**config.mk**
```make
export PLATFORM = sky130hd
export DESIGN_NAME = lnsr_front
export DESIGN_NICKNAME = d
export VERILOG_FILES = /design/src/hw/rtl/lnsr_pkg.sv /design/src/hw/rtl/lnsr_front.sv
export SDC_FILE = /design/constraint.sdc
export NUM_CORES = 2
export LEC_CHECK = 0
export BUFFER_PORTS_ARGS = -buffer_cell sky130_fd_sc_hd__clkbuf_2
export CAP_MARGIN = 20
export CORE_AREA = 3 3 352 354
export DETAILED_ROUTE_END_ITERATION = 8
export DIE_AREA = 0 0 355 357
export GPL_TIMING_DRIVEN = 0
export PLACE_DENSITY_LB_ADDON = 0.12
export SYNTH_ARGS = -nofsm -noshare
export SYNTH_HDL_FRONTEND = slang
export SYNTH_SLANG_ARGS = --single-unit
export TNS_END_PERCENT = 1
```
**constraint.sdc**
```tcl
create_clock -name clk -period 16.5 [get_ports clk]
set_clock_uncertainty 0.2 [all_clocks]
set_input_delay 1.65 -clock clk [delete_from_list [all_inputs] [get_ports clk]]
set_output_delay 1.65 -clock clk [all_outputs]
set_load 0.005 [all_outputs]
```
**src/hw/rtl/lnsr_pkg.sv**
```systemverilog
// Shared types, constants and helpers for the letterbox rectangle scaler.
package lnsr_pkg;

	localparam int COORD_BITS = 16;
	localparam logic [15:0] COORD_MASK = 16'((32'd1 << COORD_BITS) - 32'd1);

	localparam int DIV_STEPS = 16;
	localparam int MID_DEPTH = 4;
	localparam int OUT_DEPTH = 32;
	localparam int NUM_LANES = 4;

	typedef logic [2:0] reg_idx_t;
	localparam reg_idx_t REG_CANVAS_WIDTH  = 3'd0;
	localparam reg_idx_t REG_CANVAS_HEIGHT = 3'd1;
	localparam reg_idx_t REG_LINE_STRIDE   = 3'd2;
	localparam reg_idx_t REG_IMAGE_WIDTH   = 3'd3;
	localparam reg_idx_t REG_IMAGE_HEIGHT  = 3'd4;

	// lane order of the per-item divisions
	localparam int LANE_X0 = 0;
	localparam int LANE_X1 = 1;
	localparam int LANE_Y0 = 2;
	localparam int LANE_Y1 = 3;

	typedef struct packed {
		logic [15:0] src_col;
		logic [15:0] src_row;
		logic [7:0]  red;
		logic [7:0]  green;
		logic [7:0]  blue;
	} in_item_t;

	typedef struct packed {
		logic [15:0] col_start;
		logic [15:0] col_end;
		logic [15:0] row_start;
		logic [15:0] row_end;
		logic [15:0] pixel_color;
		logic [31:0] first_address;
		logic        nothing_drawn;
	} res_item_t;

	// fitted geometry, stable while items flow
	typedef struct packed {
		logic        valid;
		logic [15:0] mw;
		logic [15:0] mh;
		logic [15:0] sw;
		logic [15:0] sh;
		logic [15:0] stride;
		logic [15:0] dw;
		logic [15:0] dh;
		logic [15:0] ox;
		logic [15:0] oy;
	} geo_t;

	typedef struct packed {
		logic                         draw;
		logic [15:0]                  color;
		logic [NUM_LANES-1:0][31:0]   num;
	} mid_t;

	typedef enum logic [2:0] {
		ST_IDLE,
		ST_LOAD,
		ST_DIV_H,
		ST_CHECK_H,
		ST_DIV_W,
		ST_CHECK_W,
		ST_FINISH
	} setup_state_t;

	// one restoring step: upper half remainder, lower half dividend bits then quotient
	function automatic logic [31:0] div_step(input logic [31:0] w, input logic [15:0] d);
		logic [16:0] t;
		logic [16:0] diff;
		logic        ge;
		t    = {w[31:16], w[15]};
		diff = t - {1'b0, d};
		ge   = (t >= {1'b0, d});
		div_step = {(ge ? diff[15:0] : t[15:0]), w[14:0], ge};
	endfunction

endpackage

```
**src/hw/rtl/lnsr_front.sv**
```systemverilog
// Front end: accepts pixels, classifies them, forms the scaled numerators, short queue.
module lnsr_front (
	input  logic               clk,
	input  logic               arst_n,
	input  logic               push,
	output logic               full,
	input  lnsr_pkg::in_item_t src,
	input  lnsr_pkg::geo_t     geo,
	input  logic               busy,
	input  logic               mid_pop,
	output logic               mid_empty,
	output lnsr_pkg::mid_t     mid_head
);
	import lnsr_pkg::*;

	logic        accept;
	logic        valid_s1;
	mid_t        item_s1;
	mid_t        mq_q [MID_DEPTH];
	logic [1:0]  wr_q, rd_q;
	logic [2:0]  cnt_q;
	logic [15:0] sx, sy;

	assign sx = src.src_col & COORD_MASK;
	assign sy = src.src_row & COORD_MASK;

	// room must cover the beat already sitting in s1
	assign full   = busy || ((cnt_q + {2'd0, valid_s1}) >= 3'(MID_DEPTH));
	assign accept = push && !full;

	always_ff @(posedge clk or negedge arst_n) begin
		if (!arst_n)
			valid_s1 <= 1'b0;
		else
			valid_s1 <= accept;
	end

	always_ff @(posedge clk) begin
		if (accept) begin
			// pixels outside the image still map at full width; clipping decides
			item_s1.draw  <= geo.valid;
			item_s1.color <= {src.red[7:3], src.green[7:2], src.blue[7:3]};
			item_s1.num[LANE_X0] <= 32'(sx) * 32'(geo.dw);
			item_s1.num[LANE_X1] <= (32'(sx) + 32'd1) * 32'(geo.dw);
			item_s1.num[LANE_Y0] <= 32'(sy) * 32'(geo.dh);
			item_s1.num[LANE_Y1] <= (32'(sy) + 32'd1) * 32'(geo.dh);
		end
	end

	always_ff @(posedge clk or negedge arst_n) begin
		if (!arst_n) begin
			wr_q  <= '0;
			rd_q  <= '0;
			cnt_q <= '0;
		end else begin
			if (valid_s1)
				wr_q <= wr_q + 2'd1;
			if (mid_pop)
				rd_q <= rd_q + 2'd1;
			cnt_q <= cnt_q + {2'd0, valid_s1} - {2'd0, mid_pop};
		end
	end

	always_ff @(posedge clk) begin
		if (valid_s1)
			mq_q[wr_q] <= item_s1;
	end

	assign mid_empty = (cnt_q == 3'd0);
	assign mid_head  = mq_q[rd_q];

endmodule

```
# Word-level counts from Yosys, hierarchy flattened
# Memories as Yosys holds them, arrays and structs flattened.
# Cells that the tools add are included.
# totals
regBits	153
mem_bits_rw	580
in_bits	206
out_inout_bits	147
elab_cells	28
memories	1
# classes
addsub	6
mul	4
magnitude_cmp	1
mux	2
n_reduce_logical	4
# memory_table
memory	words	word_bits	read_ports	rd_ports_with_merged_regs	write_ports	line_no	text
mq_q	4	145	1	0	1	lnsr_front.sv:19	mid_t mq_q [MID_DEPTH];
# op_table
operator	count
16-bit by 16-bit multiplier with 32-bit output	2
17-bit by 16-bit multiplier with 32-bit output	2
16-bit by 1-bit adder with 17-bit output, second input constant	2
2-bit by 1-bit adder with 2-bit output, second input constant	2
3-bit by 1-bit adder with 3-bit output	1
3-bit greater-or-equal comparator, second input constant	1
3-bit zero test	1
3-bit by 1-bit subtractor with 3-bit output	1
1-bit two-way mux	2
1-bit logical AND	1
1-bit zero test	1
1-bit logical OR	1

# Depth between registers and ports, before layout
# logic_depth
word_depth	5
mapped_depth	30

# Worst setup path before layout
# Ideal clock, no wire load.
# synth_timing
path_kind	input to register
startpoint	in src[46] (netlist name)
endpoint	reg item_s1[63] (netlist name) (data pin)
t_arrival_ps	8413
t_required_ps	16040
setup_slack_ps	7627
cell_stages	25
path_cell_list	clkbuf_1 -> nand4_1 -> or4_1 -> xnor2_1 -> clkbuf_1 -> nand2_1 -> fa_1 -> fa_1 -> fa_1 -> inv_1 -> fa_1 -> fa_1 -> inv_1 -> fa_1 -> inv_1 -> ha_1 -> and3_4 -> a311o_1 -> a21oi_2 -> a311o_2 -> a31oi_2 -> or4_4 -> a31o_1 -> a21oi_2 -> xnor2_1
# synth_between
elab_chain_cells	2
# synth_rtl
element	line_no	text
from (decl)	lnsr_front.sv:7	input lnsr_pkg::in_item_t src,
16-bit by 1-bit adder with 17-bit output	lnsr_front.sv:44	item_s1.num[LANE_X1] <= (32'(sx) + 32'd1) * 32'(geo.dw);
17-bit by 16-bit multiplier with 32-bit output	lnsr_front.sv:44	
to (decl)	lnsr_front.sv:18	mid_t item_s1;
# No other way between the ends.
# A chain may end at the register's enable or synchronous reset.

# Final worst setup path
# layout_timing
startpoint	in src[47] (netlist name)
endpoint	reg item_s1[60] (netlist name) (data pin)
# Same word-level chain as after synthesis.

==> summary.md <==
| Metric | Value |
|---|---|
| M3 GR Usage | `4.762%` |
| Site Rows | `128` |
| WHS | `a little under 0.3 ns` |
| Max-cap violations | `0` |
| Internal Pwr Total | `~8.2 mW` |
| Final Hold Fails | `0` |
| CTS tree | `done` |
| Asr flop ratio synth | `1.091%` |
| Multi-input logic area | `0.03405 mm^2` |
| Max Slew Vio Count | `0` |
| CP max FO | `10` |
| M1 GR Usage | `between 30% and 40%` |
| Final net count | `a little under 7,000` |
| Ports | `353` |
| Design area | `0.06662 mm^2` |
| Initial antenna violation count | `15` |
| Critical Path End Type | `register` |
| Reg power frac | `a little over a fifth` |
| Routed Antenna Nets | `0` |
| GRT Max-Usage Layer | `met1` |
| Hold Path Class | `reg2reg` |
| Actual slew at the worst max-slew pin | `1.047 ns` |
| Netlist cell types | `74` |
| Drt first pass iters | `7` |
| First-pass GRT wire length | `between 200 and 250 mm` |
| Outcome | `completed` |
| Die area | `between 0.1 and 0.15 mm^2` |
| Combinational Power Share | `67.1%` |
| Pwr Density | `220.5 mW/mm^2` |
| Post-Syn Area per Cell | `12.04 um^2` |
| Routability congestion estimate | `0.9006` |
| Vias in the first global route | `between 30,000 and 40,000` |
| Worst r2r path cells | `7` |
| Hold endpoint | `mq_q[1][40]` |
| P_leak | `28.87 nW` |
| FILL cells | `about 11,000` |
| Clock latency on the worst-skew pair | `0.68 ns` |
| Most common flop cell mapped by yosys | `edfxtp_1` |
| Drt wl/cell | `between 20 and 25 um` |
| Largest net degree at the start of global routing | `53` |
| FF-to-FF setup slack | `between 10 and 15 ns` |
| Worst r2r src | `valid_s1` |
| CTS resizes | `0` |
| Final setup TNS | `0 ns` |
| Hold_sp | `item_s1[40]` |
| Worst r2r dst | `item_s1[78]` |
| CTS buffer count | `79` |
| Synth Cell Area | `0.06048 mm^2` |
| PortBufs | `212` |
| Fmax | `96.73 MHz` |
| GRT Overall Usage | `23.64%` |
| Clock tree buffer depth | `3` |
| Syn Nets | `between 6,000 and 7,000` |
| Clk sink count | `733` |
| Tmin final | `approximately 10 ns` |
| Post-synth EDFFs | `725` |
| RSZ-0062 raised after global routing | `no` |
| Crit share post-route | `between 60% and 70%` |
| Area of the core | `0.1214 mm^2` |
| Remaining DRCs | `0` |
| Clock transition at path regs | `0.06 ns` |
| Sw frac | `44.12%` |
| Width of the chip | `355 um` |
| Synth warn | `0` |
| Sequential cell area fraction in the yosys report | `36.33%` |
| Crit start category | `primary input` |
| Aggregate global routing overflow | `0` |
| Share of cells above drive strength 1 | `9.702%` |
| Critical Path RT | `16.80 ns` |
| Drt initial violations | `between 2,000 and 3,000` |
| # setup viols final | `0` |
| Routed Wire Length | `around 150 mm` |
| Dpl hpwl | `114.4 mm` |
| Vias/cell | `5.286` |
| GR Util met2 | `34.77%` |
| Register area | `0.02197 mm^2` |
| WHS Path Cells | `0` |
| Area Overhead vs Synth | `10.16%` |
| Cells after Synth | `5,023` |
| Setup CP Type | `in2reg` |
| Relative slew slack | `roughly 30%` |
| Post-CTS setup buffer count | `0` |
| H-tree Lvls | `3` |
| Initial Utilization | `49.82%` |
| Synthesis-stage register bit count | `733` |
| Die Y | `between 300 and 400 um` |
| Cell Area, Placed | `0.06399 mm^2` |
| Total number of vias | `37,210` |
| Clock Power Share | `11.7%` |
| CTS root buf | `clkbuf_16` |
| Worst path arrival time | `10.64 ns` |
| Max VDD drop | `272.4 uV` |
| Switching power | `6.482 mW` |
| Hold buffers post-CTS | `0` |
==> flip-flops by register name (all words and copies together) (netlist names) <==
signal / flops
valid_s1: 1
item_s1: 145
wr_q: 2
cnt_q: 3
rd_q: 2
mq_q: 580
==> cell families (layout without fill, tap and decap cells) <==
| kind of cell | after synthesis | count (layout) | synth area share (%) |
|---|---|---|---|
| simple gates | 1316 | 1316 | 10.53 |
| fa+ha+maj | 1222 | 1222 | 35.24 |
| buf+inv | 1189 | 1567 | 7.394 |
| flops | 733 | 733 | 36.33 |
| compound gates | 267 | 267 | 2.917 |
| xor+xnor | 150 | 150 | 2.172 |
| mux | 146 | 146 | 5.416 |
| other cells | 0 | 13 | 0 |
==> worst max-delay path, cell delays in order <==
cell and delay [ns]:
clkbuf_1 0.60, nand4_1 0.27, or4_1 0.62, xnor2_1 0.63, clkbuf_1 0.72, nand2_1 0.18, fa_1 0.54, fa_1 0.51
fa_1 0.52, inv_1 0.06, fa_1 0.51, fa_1 0.49, inv_1 0.05, fa_1 0.48, inv_1 0.05, ha_1 0.34
and3_4 0.20, nand3_1 0.11, or3b_1 0.46, a21oi_1 0.35, a21oi_1 0.25, o21ai_1 0.50, a21oi_1 0.15, o21bai_1 0.18
xor2_1 0.20
==> power by group through the flow <==
stage               clock network, mW  logic [mW]  registers, mW
global route                     1.85        11.3           3.14
finish                           1.73        9.86           3.11
CTS                              1.78        9.94           3.11
floorplan                           0        7.39           3.10
detailed placement                  0        9.80           3.14
global placement                    0        9.75           3.18
==> cells in the mapped netlist, types with 16 or more instances <==
cell | number | area, um^2
nor3_1 | 16 | 80.08
edfxtp_1 | 725 | 21770
clkbuf_1 | 197 | 739.5
nor2_1 | 73 | 274.0
nand3_1 | 37 | 185.2
a21oi_1 | 82 | 410.4
xor2_1 | 37 | 324.1
mux4_2 | 145 | 3266
xnor2_1 | 113 | 989.7
nand2_1 | 659 | 2474
o21ai_0 | 46 | 230.2
ha_1 | 420 | 5255
buf_1 | 26 | 97.59
fa_1 | 802 | 16060
nor2b_1 | 29 | 181.4
o21bai_1 | 18 | 135.1
and2_1 | 429 | 2684
inv_1 | 959 | 3600
a211oi_1 | 16 | 120.1
nand2b_1 | 23 | 143.9
a21o_1 | 35 | 262.8
==> worst max path at each step <==
stage / startpoint / slack (ns) / end / depth (start not counted)
CTS: src[47] / 6.32 / item_s1[60] / 25
finish: src[47] / 6.16 / item_s1[60] / 25
global route: src[47] / 5.81 / item_s1[60] / 25
global placement: busy / 2.89 / valid_s1 / 3
floorplan: src[46] / 7.63 / item_s1[63] / 25
detailed placement: src[47] / 5.63 / item_s1[60] / 25
==> placed cells by master, fill, tap and decap left out, drive strengths merged, types with 23 or more instances in the layout <==
master,synthesis,layout
fa,802,802
inv,959,964
edfxtp,725,725
nand2b,23,23
mux4,145,145
buf,33,54
nor2b,29,29
nor2,73,73
ha,420,420
nand2,659,659
nand3,37,37
o21ai,49,49
a21oi,85,85
and2,429,429
xor2,37,37
clkinv,0,30
xnor2,113,113
a21o,35,35
clkbuf,197,513
==> per-stage QoR <==
step / utilization, % / instances / power [mW] / worst slack, ns
finish: 54.88 / 7039 / 14.69 / 6.162
global placement: 52.37 / 6860 / 12.93 / 2.887
global route: 54.86 / 7031 / 16.32 / 5.805
detailed placement: 52.71 / 6878 / 12.94 / 5.631
CTS: 54.82 / 7023 / 14.83 / 6.321
floorplan: - / 5023 / 10.50 / 7.627
==> final cells by class <==
type	count	share of cell area [%]
inverters	959	5.403
repair buffers	233	2.265
clock buffers	104	3.170
flip-flops and latches	733	32.98
well taps	1625	3.052
multi-input cells	3101	51.11
diodes	13	0.04883
plain buffers	230	1.315
clock inverters	41	0.6573
==> metal layers <==
layer | share of wire, % | wire (um)
met5 | 0 | 0
met4 | 2.1 | 3074
met3 | 7.4 | 10760
met2 | 43 | 62950
met1 | 47 | 68380
Power figures use the tool's default switching activity.
