$ cat config.mk
export PLATFORM = sky130hd
export DESIGN_NAME = lnsr_setup
export DESIGN_NICKNAME = d
export VERILOG_FILES = /design/src/hw/rtl/lnsr_pkg.sv /design/src/hw/rtl/lnsr_setup.sv
export SDC_FILE = /design/constraint.sdc
export NUM_CORES = 2
export LEC_CHECK = 0
export BUFFER_PORTS_ARGS = -buffer_cell sky130_fd_sc_hd__clkbuf_2
export CAP_MARGIN = 10
export CORE_MARGIN = 5
export CORE_UTILIZATION = 30
export CTS_BUF_LIST = sky130_fd_sc_hd__clkbuf_2
export CTS_CLUSTER_DIAMETER = 30
export DETAILED_ROUTE_END_ITERATION = 12
export PLACE_DENSITY = 0.42
export SYNTH_ARGS = -nofsm -noshare
export SYNTH_HDL_FRONTEND = slang
export SYNTH_SLANG_ARGS = --single-unit
$ cat constraint.sdc
create_clock -name clk -period 18.5 [get_ports clk]
set_input_delay 1.85 -clock clk [delete_from_list [all_inputs] [get_ports clk]]
set_output_delay 1.85 -clock clk [all_outputs]
set_load 0.005 [all_outputs]
$ cat src/hw/rtl/lnsr_pkg.sv
// Shared types, constants and helpers for the letterbox rectangle scaler.
package lnsr_pkg;

	localparam int COORD_BITS = 16;
	localparam logic [15:0] COORD_MASK = 16'((32'd1 << COORD_BITS) - 32'd1);

	localparam int DIV_STEPS = 16;
	localparam int MID_DEPTH = 4;
	localparam int OUT_DEPTH = 32;
	localparam int NUM_LANES = 4;

	typedef logic [2:0] reg_idx_t;
	localparam reg_idx_t REG_CANVAS_WIDTH  = 3'd0;
	localparam reg_idx_t REG_CANVAS_HEIGHT = 3'd1;
	localparam reg_idx_t REG_LINE_STRIDE   = 3'd2;
	localparam reg_idx_t REG_IMAGE_WIDTH   = 3'd3;
	localparam reg_idx_t REG_IMAGE_HEIGHT  = 3'd4;

	// lane order of the per-item divisions
	localparam int LANE_X0 = 0;
	localparam int LANE_X1 = 1;
	localparam int LANE_Y0 = 2;
	localparam int LANE_Y1 = 3;

	typedef struct packed {
		logic [15:0] src_col;
		logic [15:0] src_row;
		logic [7:0]  red;
		logic [7:0]  green;
		logic [7:0]  blue;
	} in_item_t;

	typedef struct packed {
		logic [15:0] col_start;
		logic [15:0] col_end;
		logic [15:0] row_start;
		logic [15:0] row_end;
		logic [15:0] pixel_color;
		logic [31:0] first_address;
		logic        nothing_drawn;
	} res_item_t;

	// fitted geometry, stable while items flow
	typedef struct packed {
		logic        valid;
		logic [15:0] mw;
		logic [15:0] mh;
		logic [15:0] sw;
		logic [15:0] sh;
		logic [15:0] stride;
		logic [15:0] dw;
		logic [15:0] dh;
		logic [15:0] ox;
		logic [15:0] oy;
	} geo_t;

	typedef struct packed {
		logic                         draw;
		logic [15:0]                  color;
		logic [NUM_LANES-1:0][31:0]   num;
	} mid_t;

	typedef enum logic [2:0] {
		ST_IDLE,
		ST_LOAD,
		ST_DIV_H,
		ST_CHECK_H,
		ST_DIV_W,
		ST_CHECK_W,
		ST_FINISH
	} setup_state_t;

	// one restoring step: upper half remainder, lower half dividend bits then quotient
	function automatic logic [31:0] div_step(input logic [31:0] w, input logic [15:0] d);
		logic [16:0] t;
		logic [16:0] diff;
		logic        ge;
		t    = {w[31:16], w[15]};
		diff = t - {1'b0, d};
		ge   = (t >= {1'b0, d});
		div_step = {(ge ? diff[15:0] : t[15:0]), w[14:0], ge};
	endfunction

endpackage

$ cat src/hw/rtl/lnsr_setup.sv
// Configuration registers and the iterative fit computation.
module lnsr_setup (
	input  logic               clk,
	input  logic               arst_n,
	input  logic               cfg_we,
	input  lnsr_pkg::reg_idx_t cfg_index,
	input  logic [15:0]        cfg_data,
	output lnsr_pkg::geo_t     geo,
	output logic               busy
);
	import lnsr_pkg::*;

	setup_state_t state_q, state_d;
	logic [15:0] cw_q, ch_q, stride_q, iw_q, ih_q;
	logic [15:0] mw, mh, sw, sh;
	logic [15:0] rem_q, den_q, dw_q, dh_q, ox_q, oy_q;
	logic [31:0] num_q;
	logic [4:0]  cnt_q;
	logic        valid_q;
	logic        dims_zero, div_run, div_last;
	logic [16:0] t, diff;
	logic        ge;

	assign mw = cw_q & COORD_MASK;
	assign mh = ch_q & COORD_MASK;
	assign sw = iw_q & COORD_MASK;
	assign sh = ih_q & COORD_MASK;
	assign dims_zero = (mw == 16'd0) || (mh == 16'd0) || (sw == 16'd0) || (sh == 16'd0);
	assign div_last  = (cnt_q == 5'd31);

	assign t    = {rem_q, num_q[31]};
	assign diff = t - {1'b0, den_q};
	assign ge   = (t >= {1'b0, den_q});

	always_comb begin
		state_d = state_q;
		if (cfg_we) begin
			state_d = ST_LOAD;
		end else begin
			case (state_q)
				ST_IDLE:    state_d = ST_IDLE;
				ST_LOAD:    state_d = dims_zero ? ST_IDLE : ST_DIV_H;
				ST_DIV_H:   state_d = div_last ? ST_CHECK_H : ST_DIV_H;
				ST_CHECK_H: state_d = (num_q > {16'd0, mh}) ? ST_DIV_W : ST_FINISH;
				ST_DIV_W:   state_d = div_last ? ST_CHECK_W : ST_DIV_W;
				ST_CHECK_W: state_d = ST_FINISH;
				ST_FINISH:  state_d = ST_IDLE;
				default:    state_d = ST_IDLE;
			endcase
		end
	end

	always_comb begin
		busy    = (state_q != ST_IDLE);
		div_run = (state_q == ST_DIV_H) || (state_q == ST_DIV_W);
	end

	always_ff @(posedge clk or negedge arst_n) begin
		if (!arst_n) begin
			state_q <= ST_IDLE;
			valid_q <= 1'b0;
			cw_q <= '0; ch_q <= '0; stride_q <= '0; iw_q <= '0; ih_q <= '0;
			rem_q <= '0; den_q <= '0; num_q <= '0; cnt_q <= '0;
			dw_q <= '0; dh_q <= '0; ox_q <= '0; oy_q <= '0;
		end else begin
			state_q <= state_d;
			if (cfg_we) begin
				valid_q <= 1'b0;
				case (cfg_index)
					REG_CANVAS_WIDTH:  cw_q     <= cfg_data;
					REG_CANVAS_HEIGHT: ch_q     <= cfg_data;
					REG_LINE_STRIDE:   stride_q <= cfg_data;
					REG_IMAGE_WIDTH:   iw_q     <= cfg_data;
					REG_IMAGE_HEIGHT:  ih_q     <= cfg_data;
					default: ;
				endcase
			end else begin
				if (div_run) begin
					rem_q <= ge ? diff[15:0] : t[15:0];
					num_q <= {num_q[30:0], ge};
					cnt_q <= cnt_q + 5'd1;
				end
				case (state_q)
					ST_LOAD: begin
						rem_q <= '0;
						cnt_q <= '0;
						num_q <= 32'(mw) * 32'(sh);
						den_q <= sw;
					end
					ST_CHECK_H: begin
						if (num_q > {16'd0, mh}) begin
							dh_q  <= mh;
							rem_q <= '0;
							cnt_q <= '0;
							num_q <= 32'(mh) * 32'(sw);
							den_q <= sh;
						end else begin
							dh_q <= (num_q == 32'd0) ? 16'd1 : num_q[15:0];
							dw_q <= mw;
						end
					end
					ST_CHECK_W: begin
						if (num_q == 32'd0)
							dw_q <= 16'd1;
						else if (num_q > {16'd0, mw})
							dw_q <= mw;
						else
							dw_q <= num_q[15:0];
					end
					ST_FINISH: begin
						ox_q    <= (mw - dw_q) >> 1;
						oy_q    <= (mh - dh_q) >> 1;
						valid_q <= 1'b1;
					end
					default: ;
				endcase
			end
		end
	end

	always_comb begin
		geo.valid  = valid_q;
		geo.mw     = mw;
		geo.mh     = mh;
		geo.sw     = sw;
		geo.sh     = sh;
		geo.stride = stride_q;
		geo.dw     = dw_q;
		geo.dh     = dh_q;
		geo.ox     = ox_q;
		geo.oy     = oy_q;
	end

endmodule

After elaboration in Yosys (flattened, before gate mapping)
Index checks and enable logic that the tools add are counted.
{"block": "word_totals", "reg_bits": 215, "input_bits": 22, "out_inout_bits": 146, "wordCells": 87}
{"block": "classes", "add_sub_neg": 4, "multipliers": 2, "magnitude_cmp": 3, "eq_ne": 13, "mux": 26, "n_bitwise": 1, "n_reduce_logical": 23}
{"op": "2-to-1 mux 16 bit", "count": 9}
{"op": "one-hot mux 16 bit (2 select lines)", "count": 3}
{"op": "greater-than comparator 32 x 16 -> 1 bit", "count": 2}
{"op": "logical NOT 16 bit", "count": 4}
{"op": "multiplier 16 x 16 -> 32 bit", "count": 2}
{"op": "2-to-1 mux 32 bit", "count": 2}
{"op": "one-hot mux 32 bit (2 select lines)", "count": 1}
{"op": "subtractor 16 bit", "count": 3}
{"op": "logical NOT 32 bit", "count": 1}
{"op": "greater-or-equal comparator 17 x 16 -> 1 bit", "count": 1}
{"op": "one-hot mux 3 bit (5 select lines)", "count": 1}
{"op": "AND reduction 2 bit", "count": 7}
{"op": "equality test 3 x 2 -> 1 bit, second input constant", "count": 4}
{"op": "equality test 3 bit, second input constant", "count": 4}
{"op": "2-to-1 mux 5 bit", "count": 2}
{"op": "one-hot mux 5 bit (2 select lines)", "count": 1}
{"op": "equality test 3 x 1 -> 1 bit, second input constant", "count": 2}
{"op": "AND reduction 3 bit", "count": 2}
{"op": "nonzero test 2 bit", "count": 3}
{"op": "adder 5 x 1 -> 5 bit, second input constant", "count": 1}
{"op": "equality test 5 bit, second input constant", "count": 1}
{"op": "logical OR 1 bit", "count": 4}
{"op": "2-to-1 mux 1 bit", "count": 4}
{"op": "2-to-1 mux 2 bit", "count": 2}
{"op": "other kinds (5)", "count": 6}

Longest topological paths before layout
{"block": "logic_depth", "word_depth": 7, "ltp_mapped": 25, "depth_no_buf": 22}

Worst setup path before layout
No wires, ideal clock.
{"block": "synth_timing", "path_type": "reg-to-reg", "start": "register cw_q[7]", "end": "register num_q[28]", "setup_ps": 66, "arrival_ps": 6359, "required_ps": 18434, "slack_ps": 12075, "path_stages_with_launch": 24, "n_path_buf": 2, "cell_sequence": "dfrtp_1 -> clkbuf_1 -> clkbuf_1 -> nand2_1 -> fa_1 -> inv_1 -> fa_1 -> inv_1 -> fa_1 -> inv_1 -> fa_1 -> fa_1 -> inv_1 -> fa_1 -> inv_1 -> ha_1 -> and3_1 -> nand2_1 -> o41ai_2 -> a31o_1 -> o22ai_2 -> or4b_1 -> a31oi_1 -> o32a_1"}
{"block": "synth_via", "elab_chain_len": 2}
{"item": "from (decl)", "line": "lnsr_setup.sv:14", "source": "logic [15:0] cw_q, ch_q, stride_q, iw_q, ih_q;"}
{"item": "from (signal assigned)", "line": "lnsr_setup.sv:70", "source": "REG_CANVAS_WIDTH: cw_q <= cfg_data;"}
{"item": "multiplier 16 x 16 -> 32 bit", "line": "lnsr_setup.sv:87", "source": "num_q <= 32'(mw) * 32'(sh);"}
{"item": "one-hot mux 32 bit (2 select lines)", "line": "lnsr_setup.sv:83", "source": "case (state_q)"}
{"item": "to (signal assigned)", "line": "lnsr_setup.sv:80", "source": "num_q <= {num_q[30:0], ge};"}
{"item": "to (signal assigned)", "line": "lnsr_setup.sv:87"}
{"item": "to (signal assigned)", "line": "lnsr_setup.sv:95", "source": "num_q <= 32'(mh) * 32'(sw);"}
{"item": "to (decl)", "line": "lnsr_setup.sv:17", "source": "logic [31:0] num_q;"}
No other way between the ends.
A chain may end at the register's enable or synchronous reset.

Final worst setup path
{"block": "layout_timing", "start": "register iw_q[7]", "end": "register num_q[23]"}
{"block": "layout_via", "elab_chain_len": 3}
{"item": "from (decl)", "line": "lnsr_setup.sv:14"}
{"item": "from (signal assigned)", "line": "lnsr_setup.sv:73", "source": "REG_IMAGE_WIDTH: iw_q <= cfg_data;"}
{"item": "multiplier 16 x 16 -> 32 bit", "line": "lnsr_setup.sv:95"}
{"item": "2-to-1 mux 32 bit", "line": "lnsr_setup.sv:91", "source": "if (num_q > {16'd0, mh}) begin"}
{"item": "one-hot mux 32 bit (2 select lines)", "line": "lnsr_setup.sv:83"}
No other way between the ends.

==> results.cfg <==
[hold_path]
hold_class = flop to flop

[global_routing]
grt_util_met1 = 0.243
grt_pass1_wl_um = 158000
met3_usage = 0.0308
grt_pass1_vias = 25452
gr-usage-all-layers = 0.194
grt_max_degree = 86
overflow = 0
met2_usage = 0.339
top_usage_layer = met2
antenna_found_initial = 5

[clock_tree]
cts_tree = done
htreeDepth = 3
cts_buffer_depth = 3
root_buffer = clkbuf_2
hold_buffers = 0
clk_latency_ns = 1.08
cts.sinks = 215
clk_pin_slew_worst_paths_ns = 0.10
numCtsBuffers = 79
cts_resized = 0
post_cts_buffers = 0

[routing]
viasPerCell = 4.92
drt_iter0_markers = 1295
final_antenna_net_count = 0
wl_um = 102000
vias = 23768
first_pass_iters = 5
drc = 0
wl_per_cell_um = 21.0

[timing]
fin_setup_tns_ns = 0
relSlewSlack = 0.196
setup_viol = 0
report.final.slew_viol_count = 0
skew_ns = 0.120
hold_violations = 0
grt_setup_unrepaired = no
min_period_ns = 7.07
tightest_slew_ns = 1.20
finalCritPeriodShare = 0.382
timing.fmax_mhz = 141

[worst_setup_path]
endpoint_kind = flop
crit_buf_inv = 5
slowest_stage = dfrtp_1
ff2ff_setup_slack_ns = 11.43
crit_arrival_ns = 8.00
worst_path_dominant_cell_family = adder cells
criticalPathCategory = flop to flop
crit_fanout = 20
crit_top_cell = fa_1
crit_path_start_kind = flop
slowest_delay_ns = 0.98
crit_chain = nand2_1, fa_1, inv_1, fa_1, inv_1, fa_1, inv_1, fa_1, fa_1, inv_1, fa_1, inv_1, ha_1, o21a_1, o2111ai_1, a2bb2oi_1, o21ai_1, a211oi_1, o21bai_1, xor2_1, a221oi_1, a21oi_1
cp.required_ns = 19.43

[run]
max-cap-violations = 0

[placement]
place_congestion = 0.813
post-dp-hpwl_um = 74500
io_buffers = 165
placed_cell_area_um2 = 32100

[synthesis]
synthArstFlopShare = 1.00
ys.flop_type = dfrtp_1
synth_edf_count = 0
syn_inst = 3364
syn-cell-area_um2 = 29800
synthDistinctLibCells = 77
yosysSeqAreaShare = 0.181
synth_seq_cells = 215
postSynthAreaPerCell_um2 = 8.84
synth_warnings = 0

[floorplan]
start_util = 0.302
coreArea_um2 = 98400
die_h_um = 325
rows = 115
io_pins = 168
design.die.area_um2 = 106000
die_w_um = 325

[final_layout]
final_cell_mix = inv_1, nand2_1, fa_1, ha_1, clkbuf_2
area_growth_syn_to_layout_pct = 10.2
drive_above_1_share = 0.123
final_cell_area_um2 = 32800
fillers = 10493
final_nets = 4189
layout_commonest_cell = inv_1

[outcome]
outcome = finished clean
## Yosys cell counts (all sizes together) (21+ instances only)
master  number  area (µm²)
nand3       22         110
mux2        53         597
dfrtp      215        5380
ha         287        3590
mux2i       72         721
and2       241        1510
o21ai      159         796
nor4        28         175
fa         391        7830
o21a        32         240
a21o        38         287
nor2b       21         131
a21oi      128         641
xor2        28         245
inv        540        2030
nor2       127         482
nand4       25         156
clkbuf     180         676
xnor2       54         473
nand2      459        1720
## per-layer routing
metal / vias to the layer above / wire, µm
met1: 12009 / 43200
met3: 142 / 4660
met5: - / 13
met2: 524 / 50100
li1: 11091 / -
met4: 2 / 3660
## cell type report
| type | count | area, µm² | area share |
|---|---|---|---|
| clock inverter | 26 | 175 | 0.00534 |
| antenna | 5 | 12.5 | 0.000382 |
| tap | 1287 | 1610 | 0.0491 |
| clock buffer | 109 | 546 | 0.0166 |
| sequential | 215 | 5380 | 0.164 |
| multi-input combinational | 2410 | 21600 | 0.659 |
| inverter | 541 | 2030 | 0.0619 |
| timing repair buffer | 242 | 1410 | 0.0431 |
## cells by family (layout without fill, tap and decap cells)
family | Yosys count | count (layout) | synth area share
compound gates | 519 | 519 | 0.111
simple gates | 1004 | 1004 | 0.162
other cells | 1 | 7 | 0.000126
flops | 215 | 215 | 0.181
buf+inv | 740 | 918 | 0.0944
mux | 125 | 125 | 0.0443
fa+ha+maj | 678 | 678 | 0.384
xor+xnor | 82 | 82 | 0.0241
## sequential cells by signal, summed over array words and instances, names as in the netlist
signal and count:
den_q 16, iw_q 16, dh_q 16, state_q 3, cnt_q 5, stride_q 16
valid_q 1, ch_q 16, ox_q 15, rem_q 16, cw_q 16, ih_q 16
dw_q 16, oy_q 15, num_q 32
## metrics by stage
stage | setup slack (ns) | std cells | hold WS, ns | util
2_1_floorplan | 12.07 | 3365 | 0.465 | -
3_3_place_gp | 11.50 | 4695 | 0.465 | 0.326
3_5_place_dp | 11.45 | 4695 | 0.469 | 0.326
4_1_cts | 11.41 | 4830 | 0.488 | 0.333
5_1_grt | 11.00 | 4832 | 0.523 | 0.333
6_report | 11.43 | 4835 | 0.481 | 0.333
## worst paths after layout
| check | start | end | depth (start not counted) |
|---|---|---|---|
| hold reg to reg | oy_q[4] | oy_q[4] | 2 |
| setup reg to reg | iw_q[7] | num_q[23] | 22 |
| min in group asynchronous | arst_n | oy_q[13] | 1 |
| max in group asynchronous | arst_n | rem_q[3] | 2 |
| setup / recovery | iw_q[7] | num_q[23] | 22 |
| hold / removal | oy_q[4] | oy_q[4] | 2 |
## tightest hold or removal path, stage by stage (launching register included)
cell	delay, ns
dfrtp_1	0.34
nand2_1	0.05
o21ai_0	0.06
Power is left out: the tool's default activity adds up to more than one toggle a clock period on the data nets, which glitch-free logic cannot reach.
